## src/sv/frwa_pkg.sv

```systemverilog
`timescale 1ns / 1ps
// ----------------------------------------------------------------------------
// frwa_pkg
// Shared types and codes of the fair readers-writers admission arbiter:
// the item structs of both channels, the operation and status codes, and the
// control structs between the top level and the occupancy table.
// ----------------------------------------------------------------------------
package frwa_pkg;

  // Operation codes of an input item.
  localparam logic [1:0] OP_ARRIVE = 2'd0;
  localparam logic [1:0] OP_DEPART = 2'd1;
  localparam logic [1:0] OP_TICK   = 2'd2;

  // Status codes of a result item.
  localparam logic [1:0] ST_OK       = 2'd0;
  localparam logic [1:0] ST_QFULL    = 2'd1;
  localparam logic [1:0] ST_NOTFOUND = 2'd2;
  localparam logic [1:0] ST_TFULL    = 2'd3;

  // Requester kinds.
  localparam logic KIND_READER = 1'b0;
  localparam logic KIND_WRITER = 1'b1;

  // Input item.
  typedef struct packed {
    logic [1:0] operation;
    logic       entrant_kind;
    logic [7:0] entrant_id;
  } frwa_in_t;

  // Result item.
  typedef struct packed {
    logic       granted;
    logic       grant_kind;
    logic [7:0] grant_id;
    logic [1:0] status;
    logic [5:0] queue_length;
    logic [5:0] readers_inside;
    logic       writer_inside;
  } frwa_out_t;

  // Command to the occupancy table: a search for a match, or an allocation.
  typedef struct packed {
    logic start;
    logic alloc;
  } frwa_tcmd_t;

  // Completion of a table command.
  typedef struct packed {
    logic done;
    logic hit;
  } frwa_trsp_t;

endpackage

```

## src/sv/fifo_fair_reader_writer_arbiter.sv

```systemverilog
`timescale 1ns / 1ps
// ----------------------------------------------------------------------------
// fifo_fair_reader_writer_arbiter
// Starvation-free readers-writers admission arbiter with a waiting queue
// and an occupancy table, both held in synchronous memories.
// ----------------------------------------------------------------------------
// Usage:
// The input channel carries one item per operation: arrive (enqueue a reader
// or writer), depart (remove a matching occupant) or tick (try to admit the
// queue head). Every input item produces exactly one result item on the
// output channel with the grant, the status and the occupancy counts.
// Items are worked one at a time. Arrive, unused codes and a tick on an empty
// queue go straight to the result register. A tick on a non-empty queue first
// reads the head and, when it is eligible, searches the table for a free entry.
// A depart searches the table for a matching occupant; the table is walked one
// entry per cycle. The next item can be accepted as soon as the result
// register has been loaded.
// The result sits in an output register; the next item is accepted while it
// waits, and the block holds the following result internally until the
// receiver takes the pending one. Reset empties the queue and the table at
// once (valid bits in flip-flops); there is no clearing pass.
// ----------------------------------------------------------------------------
module fifo_fair_reader_writer_arbiter #(
  parameter int ENTRIES = 32,
  parameter int ID_BITS = 8
) (
  input  logic                clk_i,
  input  logic                rst_ni,
  input  logic                in_valid_i,
  output logic                in_ready_o,
  input  frwa_pkg::frwa_in_t  in_data_i,
  output logic                out_valid_o,
  input  logic                out_ready_i,
  output frwa_pkg::frwa_out_t out_data_o
);
  import frwa_pkg::*;

  localparam int IW = $clog2(ENTRIES);
  localparam int CW = $clog2(ENTRIES + 1);
  localparam int WW = ID_BITS + 1;
  localparam logic [IW-1:0] LAST_IDX = IW'(ENTRIES - 1);
  localparam logic [IW:0]   ENT_EXT  = (IW + 1)'(ENTRIES);
  localparam logic [CW-1:0] ENT_CNT  = CW'(ENTRIES);

  typedef enum logic [1:0] {
    S_IDLE,
    S_HEAD,
    S_TBL,
    S_PUSH
  } state_e;

  state_e             state_q;
  logic [1:0]         op_q;
  logic               tk_q;
  logic [ID_BITS-1:0] tid_q;
  logic               granted_q;
  logic [1:0]         status_q;
  logic [IW-1:0]      head_q;
  logic [CW-1:0]      count_q;
  logic [CW-1:0]      readers_q;
  logic               writer_q;
  logic               out_valid_q;
  frwa_out_t          out_q;

  logic [WW-1:0]      fifo_mem [ENTRIES];
  logic [WW-1:0]      fifo_rd_q;

  logic               in_acc;
  logic [ID_BITS-1:0] in_id;
  logic [IW:0]        tail_sum;
  logic [IW-1:0]      tail_idx;
  logic               fifo_we;
  logic               head_kind;
  logic [ID_BITS-1:0] head_id;
  logic               eligible;
  logic [IW-1:0]      head_next;
  logic               out_free;
  frwa_tcmd_t         tcmd;
  frwa_trsp_t         trsp;

  // Handshake and input decoding.
  assign in_ready_o = (state_q == S_IDLE);
  assign in_acc     = in_valid_i && in_ready_o;
  assign in_id      = ID_BITS'(in_data_i.entrant_id);
  assign out_free   = !out_valid_q || out_ready_i;

  // Queue tail address, wrapped by one compare and subtract.
  assign tail_sum = {1'b0, head_q} + (IW + 1)'(count_q);
  assign tail_idx = (tail_sum >= ENT_EXT) ? IW'(tail_sum - ENT_EXT) : tail_sum[IW-1:0];
  assign fifo_we  = in_acc && (in_data_i.operation == OP_ARRIVE) && (count_q != ENT_CNT);
  assign head_next = (head_q == LAST_IDX) ? '0 : head_q + 1'b1;

  // Head entry and its admission rule.
  assign head_kind = fifo_rd_q[WW-1];
  assign head_id   = fifo_rd_q[ID_BITS-1:0];
  assign eligible  = (head_kind == KIND_READER) ? !writer_q
                                                : (!writer_q && (readers_q == '0));

  // Table commands: a depart starts a search, an eligible head an allocation.
  assign tcmd.start = (in_acc && (in_data_i.operation == OP_DEPART)) ||
                      ((state_q == S_HEAD) && eligible);
  assign tcmd.alloc = (state_q == S_HEAD);

  // Waiting queue memory with a registered read of the head.
  always_ff @(posedge clk_i) begin
    if (fifo_we) begin
      fifo_mem[tail_idx] <= {in_data_i.entrant_kind, in_id};
    end
    fifo_rd_q <= fifo_mem[head_q];
  end

  frwa_occ_table #(
    .ENTRIES (ENTRIES),
    .ID_BITS (ID_BITS)
  ) u_table (
    .clk_i  (clk_i),
    .rst_ni (rst_ni),
    .cmd_i  (tcmd),
    .kind_i (tk_q),
    .id_i   (tid_q),
    .rsp_o  (trsp)
  );

  // Sequencer, counters and the output register.
  always_ff @(posedge clk_i or negedge rst_ni) begin
    if (!rst_ni) begin
      state_q     <= S_IDLE;
      op_q        <= OP_ARRIVE;
      tk_q        <= KIND_READER;
      tid_q       <= '0;
      granted_q   <= 1'b0;
      status_q    <= ST_OK;
      head_q      <= '0;
      count_q     <= '0;
      readers_q   <= '0;
      writer_q    <= 1'b0;
      out_valid_q <= 1'b0;
      out_q       <= '0;
    end else begin
      // A taken result frees the output register unless a new one is loaded.
      if (out_valid_q && out_ready_i && (state_q != S_PUSH)) begin
        out_valid_q <= 1'b0;
      end
      case (state_q)
        S_IDLE: begin
          if (in_acc) begin
            op_q      <= in_data_i.operation;
            tk_q      <= in_data_i.entrant_kind;
            tid_q     <= in_id;
            granted_q <= 1'b0;
            status_q  <= ST_OK;
            case (in_data_i.operation)
              OP_ARRIVE: begin
                if (count_q == ENT_CNT) begin
                  status_q <= ST_QFULL;
                end else begin
                  count_q <= count_q + 1'b1;
                end
                state_q <= S_PUSH;
              end
              OP_DEPART: begin
                state_q <= S_TBL;
              end
              OP_TICK: begin
                state_q <= (count_q == '0) ? S_PUSH : S_HEAD;
              end
              default: begin
                state_q <= S_PUSH;
              end
            endcase
          end
        end
        S_HEAD: begin
          tk_q    <= head_kind;
          tid_q   <= head_id;
          state_q <= eligible ? S_TBL : S_PUSH;
        end
        S_TBL: begin
          if (trsp.done) begin
            if (op_q == OP_DEPART) begin
              if (trsp.hit) begin
                if (tk_q == KIND_WRITER) begin
                  writer_q <= 1'b0;
                end else if (readers_q != '0) begin
                  readers_q <= readers_q - 1'b1;
                end
              end else begin
                status_q <= ST_NOTFOUND;
              end
            end else begin
              if (trsp.hit) begin
                granted_q <= 1'b1;
                if (tk_q == KIND_WRITER) begin
                  writer_q <= 1'b1;
                end else begin
                  readers_q <= readers_q + 1'b1;
                end
                head_q  <= head_next;
                count_q <= count_q - 1'b1;
              end else begin
                status_q <= ST_TFULL;
              end
            end
            state_q <= S_PUSH;
          end
        end
        S_PUSH: begin
          if (out_free) begin
            out_q.granted        <= granted_q;
            out_q.grant_kind     <= granted_q ? tk_q : KIND_READER;
            out_q.grant_id       <= granted_q ? 8'(tid_q) : 8'd0;
            out_q.status         <= status_q;
            out_q.queue_length   <= 6'(count_q);
            out_q.readers_inside <= 6'(readers_q);
            out_q.writer_inside  <= writer_q;
            out_valid_q          <= 1'b1;
            state_q              <= S_IDLE;
          end
        end
        default: begin
          state_q <= S_IDLE;
        end
      endcase
    end
  end

  assign out_valid_o = out_valid_q;
  assign out_data_o  = out_q;

`ifndef SYNTHESIS
  // A writer is never inside together with readers.
  a_exclusive: assert property (@(posedge clk_i) disable iff (!rst_ni)
    !(writer_q && (readers_q != '0)))
    else $error("writer admitted while readers are inside");

  // The queue never holds more than its depth.
  a_count_bound: assert property (@(posedge clk_i) disable iff (!rst_ni)
    count_q <= ENT_CNT)
    else $error("queue count beyond depth");

  // The sequencer waits in the table state until the scan completes.
  a_tbl_wait: assert property (@(posedge clk_i) disable iff (!rst_ni)
    (state_q == S_TBL) && !trsp.done |=> state_q == S_TBL)
    else $error("left table state before the scan completed");

  // A granted result always reports a clean status.
  a_grant_ok: assert property (@(posedge clk_i) disable iff (!rst_ni)
    out_valid_o && out_data_o.granted |-> out_data_o.status == ST_OK)
    else $error("grant reported with an error status");
`endif

endmodule

```

## src/sv/frwa_occ_table.sv

```systemverilog
`timescale 1ns / 1ps
// ----------------------------------------------------------------------------
// frwa_occ_table
// Occupancy table of admitted requesters. Kind and id live in a synchronous
// memory; valid bits live in flip-flops so reset empties the table at once.
// A search walks the memory one entry per cycle and frees the first match;
// an allocation walks the valid bits and fills the first free entry.
// ----------------------------------------------------------------------------
module frwa_occ_table #(
  parameter int ENTRIES = 32,
  parameter int ID_BITS = 8
) (
  input  logic                  clk_i,
  input  logic                  rst_ni,
  input  frwa_pkg::frwa_tcmd_t  cmd_i,
  input  logic                  kind_i,
  input  logic [ID_BITS-1:0]    id_i,
  output frwa_pkg::frwa_trsp_t  rsp_o
);
  import frwa_pkg::*;

  localparam int IW = $clog2(ENTRIES);
  localparam int WW = ID_BITS + 1;
  localparam logic [IW-1:0] LAST_IDX = IW'(ENTRIES - 1);

  typedef enum logic [1:0] {
    T_IDLE,
    T_FIND,
    T_ALLOC
  } tstate_e;

  tstate_e           state_q;
  logic [IW-1:0]     rd_idx_q;
  logic [IW-1:0]     chk_idx_q;
  logic              chk_vld_q;
  logic              done_q;
  logic              hit_q;
  logic [ENTRIES-1:0] valid_q;
  logic [WW-1:0]     mem [ENTRIES];
  logic [WW-1:0]     rd_data_q;

  logic [WW-1:0]     key;
  logic              match;
  logic              free_hit;
  logic              clr;

  // Compare the entry read last cycle against the key; find a free entry.
  assign key      = {kind_i, id_i};
  assign match    = chk_vld_q && valid_q[chk_idx_q] && (rd_data_q == key);
  assign free_hit = (state_q == T_ALLOC) && !valid_q[rd_idx_q];
  assign clr      = (state_q == T_FIND) && match;

  // Valid bits, cleared by reset.
  always_ff @(posedge clk_i or negedge rst_ni) begin
    if (!rst_ni) begin
      valid_q <= '0;
    end else begin
      if (free_hit) begin
        valid_q[rd_idx_q] <= 1'b1;
      end
      if (clr) begin
        valid_q[chk_idx_q] <= 1'b0;
      end
    end
  end

  // Entry memory with a registered read port.
  always_ff @(posedge clk_i) begin
    if (free_hit) begin
      mem[rd_idx_q] <= key;
    end
    rd_data_q <= mem[rd_idx_q];
  end

  // Scan sequencer and registered response.
  always_ff @(posedge clk_i or negedge rst_ni) begin
    if (!rst_ni) begin
      state_q   <= T_IDLE;
      rd_idx_q  <= '0;
      chk_idx_q <= '0;
      chk_vld_q <= 1'b0;
      done_q    <= 1'b0;
      hit_q     <= 1'b0;
    end else begin
      done_q <= 1'b0;
      case (state_q)
        T_IDLE: begin
          chk_vld_q <= 1'b0;
          if (cmd_i.start) begin
            rd_idx_q <= '0;
            state_q  <= cmd_i.alloc ? T_ALLOC : T_FIND;
          end
        end
        T_FIND: begin
          chk_vld_q <= 1'b1;
          chk_idx_q <= rd_idx_q;
          if (rd_idx_q != LAST_IDX) begin
            rd_idx_q <= rd_idx_q + 1'b1;
          end
          if (match) begin
            done_q  <= 1'b1;
            hit_q   <= 1'b1;
            state_q <= T_IDLE;
          end else if (chk_vld_q && (chk_idx_q == LAST_IDX)) begin
            done_q  <= 1'b1;
            hit_q   <= 1'b0;
            state_q <= T_IDLE;
          end
        end
        T_ALLOC: begin
          if (free_hit) begin
            done_q  <= 1'b1;
            hit_q   <= 1'b1;
            state_q <= T_IDLE;
          end else if (rd_idx_q == LAST_IDX) begin
            done_q  <= 1'b1;
            hit_q   <= 1'b0;
            state_q <= T_IDLE;
          end else begin
            rd_idx_q <= rd_idx_q + 1'b1;
          end
        end
        default: begin
          state_q <= T_IDLE;
        end
      endcase
    end
  end

  assign rsp_o.done = done_q;
  assign rsp_o.hit  = hit_q;

`ifndef SYNTHESIS
  // A command only arrives while no scan is running.
  a_start_idle: assert property (@(posedge clk_i) disable iff (!rst_ni)
    cmd_i.start |-> state_q == T_IDLE)
    else $error("table command while a scan is running");

  // Completion is a single-cycle pulse.
  a_done_pulse: assert property (@(posedge clk_i) disable iff (!rst_ni)
    rsp_o.done |=> !rsp_o.done)
    else $error("table completion longer than one cycle");

  // Completion only follows a scan.
  a_done_scan: assert property (@(posedge clk_i) disable iff (!rst_ni)
    rsp_o.done |-> $past(state_q) != T_IDLE)
    else $error("table completion without a scan");
`endif

endmodule

```

## config.mk

```make
export PLATFORM = sky130hd
export DESIGN_NAME = fifo_fair_reader_writer_arbiter
export DESIGN_NICKNAME = d
export VERILOG_FILES = /design/src/sv/frwa_pkg.sv /design/src/sv/fifo_fair_reader_writer_arbiter.sv /design/src/sv/frwa_occ_table.sv
export SDC_FILE = /design/constraint.sdc
export NUM_CORES = 1
export LEC_CHECK = 0
export BUFFER_PORTS_ARGS = -buffer_cell sky130_fd_sc_hd__buf_2
export CAP_MARGIN = 25
export CORE_MARGIN = 2
export CORE_UTILIZATION = 45
export CTS_BUF_LIST = sky130_fd_sc_hd__clkbuf_8
export CTS_CLUSTER_SIZE = 30
export DETAILED_ROUTE_END_ITERATION = 8
export PLACE_DENSITY = 0.61
export SLEW_MARGIN = 30
export SYNTH_ARGS = -nofsm -noshare
export SYNTH_HDL_FRONTEND = slang
export SYNTH_SLANG_ARGS = --single-unit
```

## constraint.sdc

```tcl
create_clock -name clk_i -period 5.6 [get_ports clk_i]
set_input_delay 1.12 -clock clk_i [delete_from_list [all_inputs] [get_ports clk_i]]
set_output_delay 1.12 -clock clk_i [all_outputs]
set_load 0.01 [all_outputs]
```

==> key figures <==
Setup path
  – Worst Path Max Fanout: 51
  – Worst R2R Start: u_table.rd_idx_q[1]
  – CP Class: reg2reg
  – R2r endpoint: u_table.mem[24][1]
  – Critical Path End: u_table.mem[24][1]
  – Biggest cell delay along the critical path: 870 ps
  – Reg2Reg Depth: 6
  – CP Cell Sequence: mux2_2, a221oi_1, o211ai_1, nor2_2, nand2_1, nor2_1
  – CP endpoint kind: register
  – Worst endpoint data arrival time: 4230 ps
  – CP required: 5920 ps
  – Slowest cell on the critical path: dfrtp_4
  – CP startpoint: u_table.rd_idx_q[1]
  – R2r setup slk: 1690 ps
  – Setup crit start kind: register

Global routing
  – Initial antenna violation count: 0
  – All-Layer GR Usage: 20.5%
  – Largest net degree at the start of global routing: 77
  – Global-route wire length before repair: 100000 µm
  – GR Overflow Total: 0
  – Number of global-route vias before repair: 14827

CTS
  – Root Buffer: clkbuf_8
  – Clock slew at reported path FFs: 60 ps
  – Clock Path Buffers: 3
  – Clock Latency Late Sink: 710 ps
  – CTS buffer count: 107
  – TritonCTS Sinks: 701
  – CTS tree: built
  – Hold_buf cts: 0
  – CTS resizes: 0
  – H-tree Lvls: 3
  – # Post-CTS Setup Buffers: 0

Job
  – Total of max-cap violations: 0

Final layout
  – Finished Layout Cells: 2575
  – Net count, final: 1685
  – Final instance area: 31700 µm²
  – Fraction of layout cells with a size suffix above 1: 25.7%
  – # diodes: 0
  – Most common cell after layout, fill and taps aside: edfxtp_1
  – Fin util: 50.5%
  – Most frequent cells in the layout: 576 x edfxtp_1, 176 x mux4_2, 114 x clkbuf_8, 103 x dfrtp_1, 90 x nor2_1
  – P&R area growth vs syn: 11.5%

Timing
  – Setup Total Neg Slack: 0 ps
  – Part of the cycle the worst path needs: 69.9%
  – Pins Over Slew Limit: 0
  – Clock skew: 35.9 ps
  – Hold_ws: 476 ps
  – Minimum clock period after layout: 3910 ps
  – RSZ-0062 raised after global routing: false
  – Worst slew margin: 34.7%
  – Fmax: 256 MHz
  – Final setup violation count: 0
  – Final Hold Viols: 0
  – Final WS setup: 1690 ps
  – Tightest Pin Transition: 979 ps

Die
  – Starting Density: 45.3%
  – Die Y: 255 µm
  – Site row count: 92
  – Die Width: 255 µm
  – Die area: 65200 µm²
  – IO Pins: 42
  – Core Box Area: 62700 µm²

Logic synthesis
  – Post-synth EDFFs: 576
  – Warnings from Yosys: 0
  – Syn nets: 1594
  – Synth cell types: 58
  – Async SR Flop Fraction: 15.3%
  – Synthesis-stage register bit count: 701
  – Sequential share of the synthesized area: 71.5%
  – Synth Cell Area: 28400 µm²
  – Predominant post-synthesis flop cell: edfxtp_1
  – Syn_area_per_cell: 18.4 µm²
  – Mapped Cells: 1545

Power
  – Pwr Total: 13.6 mW
  – Switch Pwr: 4.10 mW
  – Sequential Power Share: 48.4%
  – Max VDD drop: 0.000234 V
  – Clock share of power: 30.3%
  – Sw Share: 30.1%
  – Combinational share of power: 21.3%
  – P per Cell Area: 429 nW/µm²
  – Static Leak: 10.7 nW
  – P_int: 9.51 mW

Place
  – Routability-driven placement congestion ratio: 0.882
  – I/O Buffers: 41
  – Placed instance area: 29600 µm²
  – Placed cells: 2372
  – Placed wire-length estimate: 40900 µm
  – Pre-CTS setup slack: 1480 ps

Run status
  – Outcome: complete, no violations

Route
  – Total Routed Length: 66100 µm
  – TritonRoute pass-1 iters: 6
  – Iter 0 DRT Violations: 1847
  – Routed Antenna Nets: 0
  – Via count: 14722
  – Residual DRC: 0
  – Avg WL per Cell: 25.7 µm
  – Via density: 5.72

Min path
  – Hold Path Class: reg2reg
-- cell usage after synthesis, types with 18 or more instances --
master | count | share of area (%)
edfxtp_1 | 576 | 61
mux4_2 | 176 | 14
dfrtp_1 | 107 | 9.4
nor2_1 | 90 | 1.2
nand2_1 | 73 | 0.96
a21oi_1 | 55 | 0.97
clkbuf_1 | 48 | 0.63
mux2_2 | 38 | 1.5
o21ai_0 | 37 | 0.65
a22oi_1 | 36 | 0.95
ha_1 | 31 | 1.4
inv_1 | 27 | 0.36
a31oi_1 | 25 | 0.55
buf_2 | 22 | 0.39
dfxtp_1 | 18 | 1.3
-- sequential cells by signal, indices dropped and copies added (netlist names), 6 cells and up --
name / flops
count_q: 6
readers_q: 6
u_table.valid_q: 32
tid_q: 8
out_data_o: 25
u_table.mem: 288
u_table.rd_data_q: 9
fifo_mem: 288
fifo_rd_q: 9
-- worst min-delay path by stage --
stage / cells after the start / start / to
after floorplan: 2 / op_q[1] / op_q[1]
after global placement: 2 / out_data_o[2] / out_data_o[2]
after detailed placement: 2 / out_data_o[2] / out_data_o[2]
after CTS: 1 / rst_ni / readers_q[1]
after global routing: 1 / rst_ni / u_table.valid_q[29]
final: 2 / out_data_o[2] / out_data_o[2]
-- worst max-delay path: cells and delay by family (launching register included) --
kind | cells | cell delay [ps]
muxes | 1 | 420
AOI/OAI and AO/OA | 2 | 560
DFF | 1 | 870
and+or+nand+nor | 3 | 1670
-- power by group through the flow --
stage          Clock, mW  Sequential [mW]  Combinational (mW)
6_report            4.12             6.59                2.89
5_1_grt             4.46             6.63                3.14
4_1_cts             4.22             6.65                2.85
3_5_place_dp           0             6.75                2.85
3_3_place_gp           0             6.75                2.82
2_1_floorplan          0             6.67                1.84
-- per-layer routing --
metal	global-route usage [%]	vias to the layer above	share of wire, %
li1	-	6401	-
met1	30.3	7634	43
met2	31.6	602	47
met3	3.89	85	7.2
met4	5.34	0	2.0
met5	0	-	0
-- cells by family after synthesis --
logic type               share of synthesized area [%]
adder cells (fa/ha/maj)                           1.58
buffers and inverters                             1.59
AND/OR/NAND/NOR                                   4.26
flip-flops                                        71.5
multiplexers                                      16.1
AO/OA/AOI/OAI                                     4.17
XOR/XNOR                                         0.739
-- area by class of cell --
class	count	area (µm²)
Clock buffer	114	1570
Multi-Input combinational cell	733	7670
Tap cell	846	1060
Sequential cell	701	20300
Clock inverter	88	543
Inverter	27	101
Fill cell	5109	31000
Timing Repair Buffer	66	423
Power figures use the tool's default switching activity.
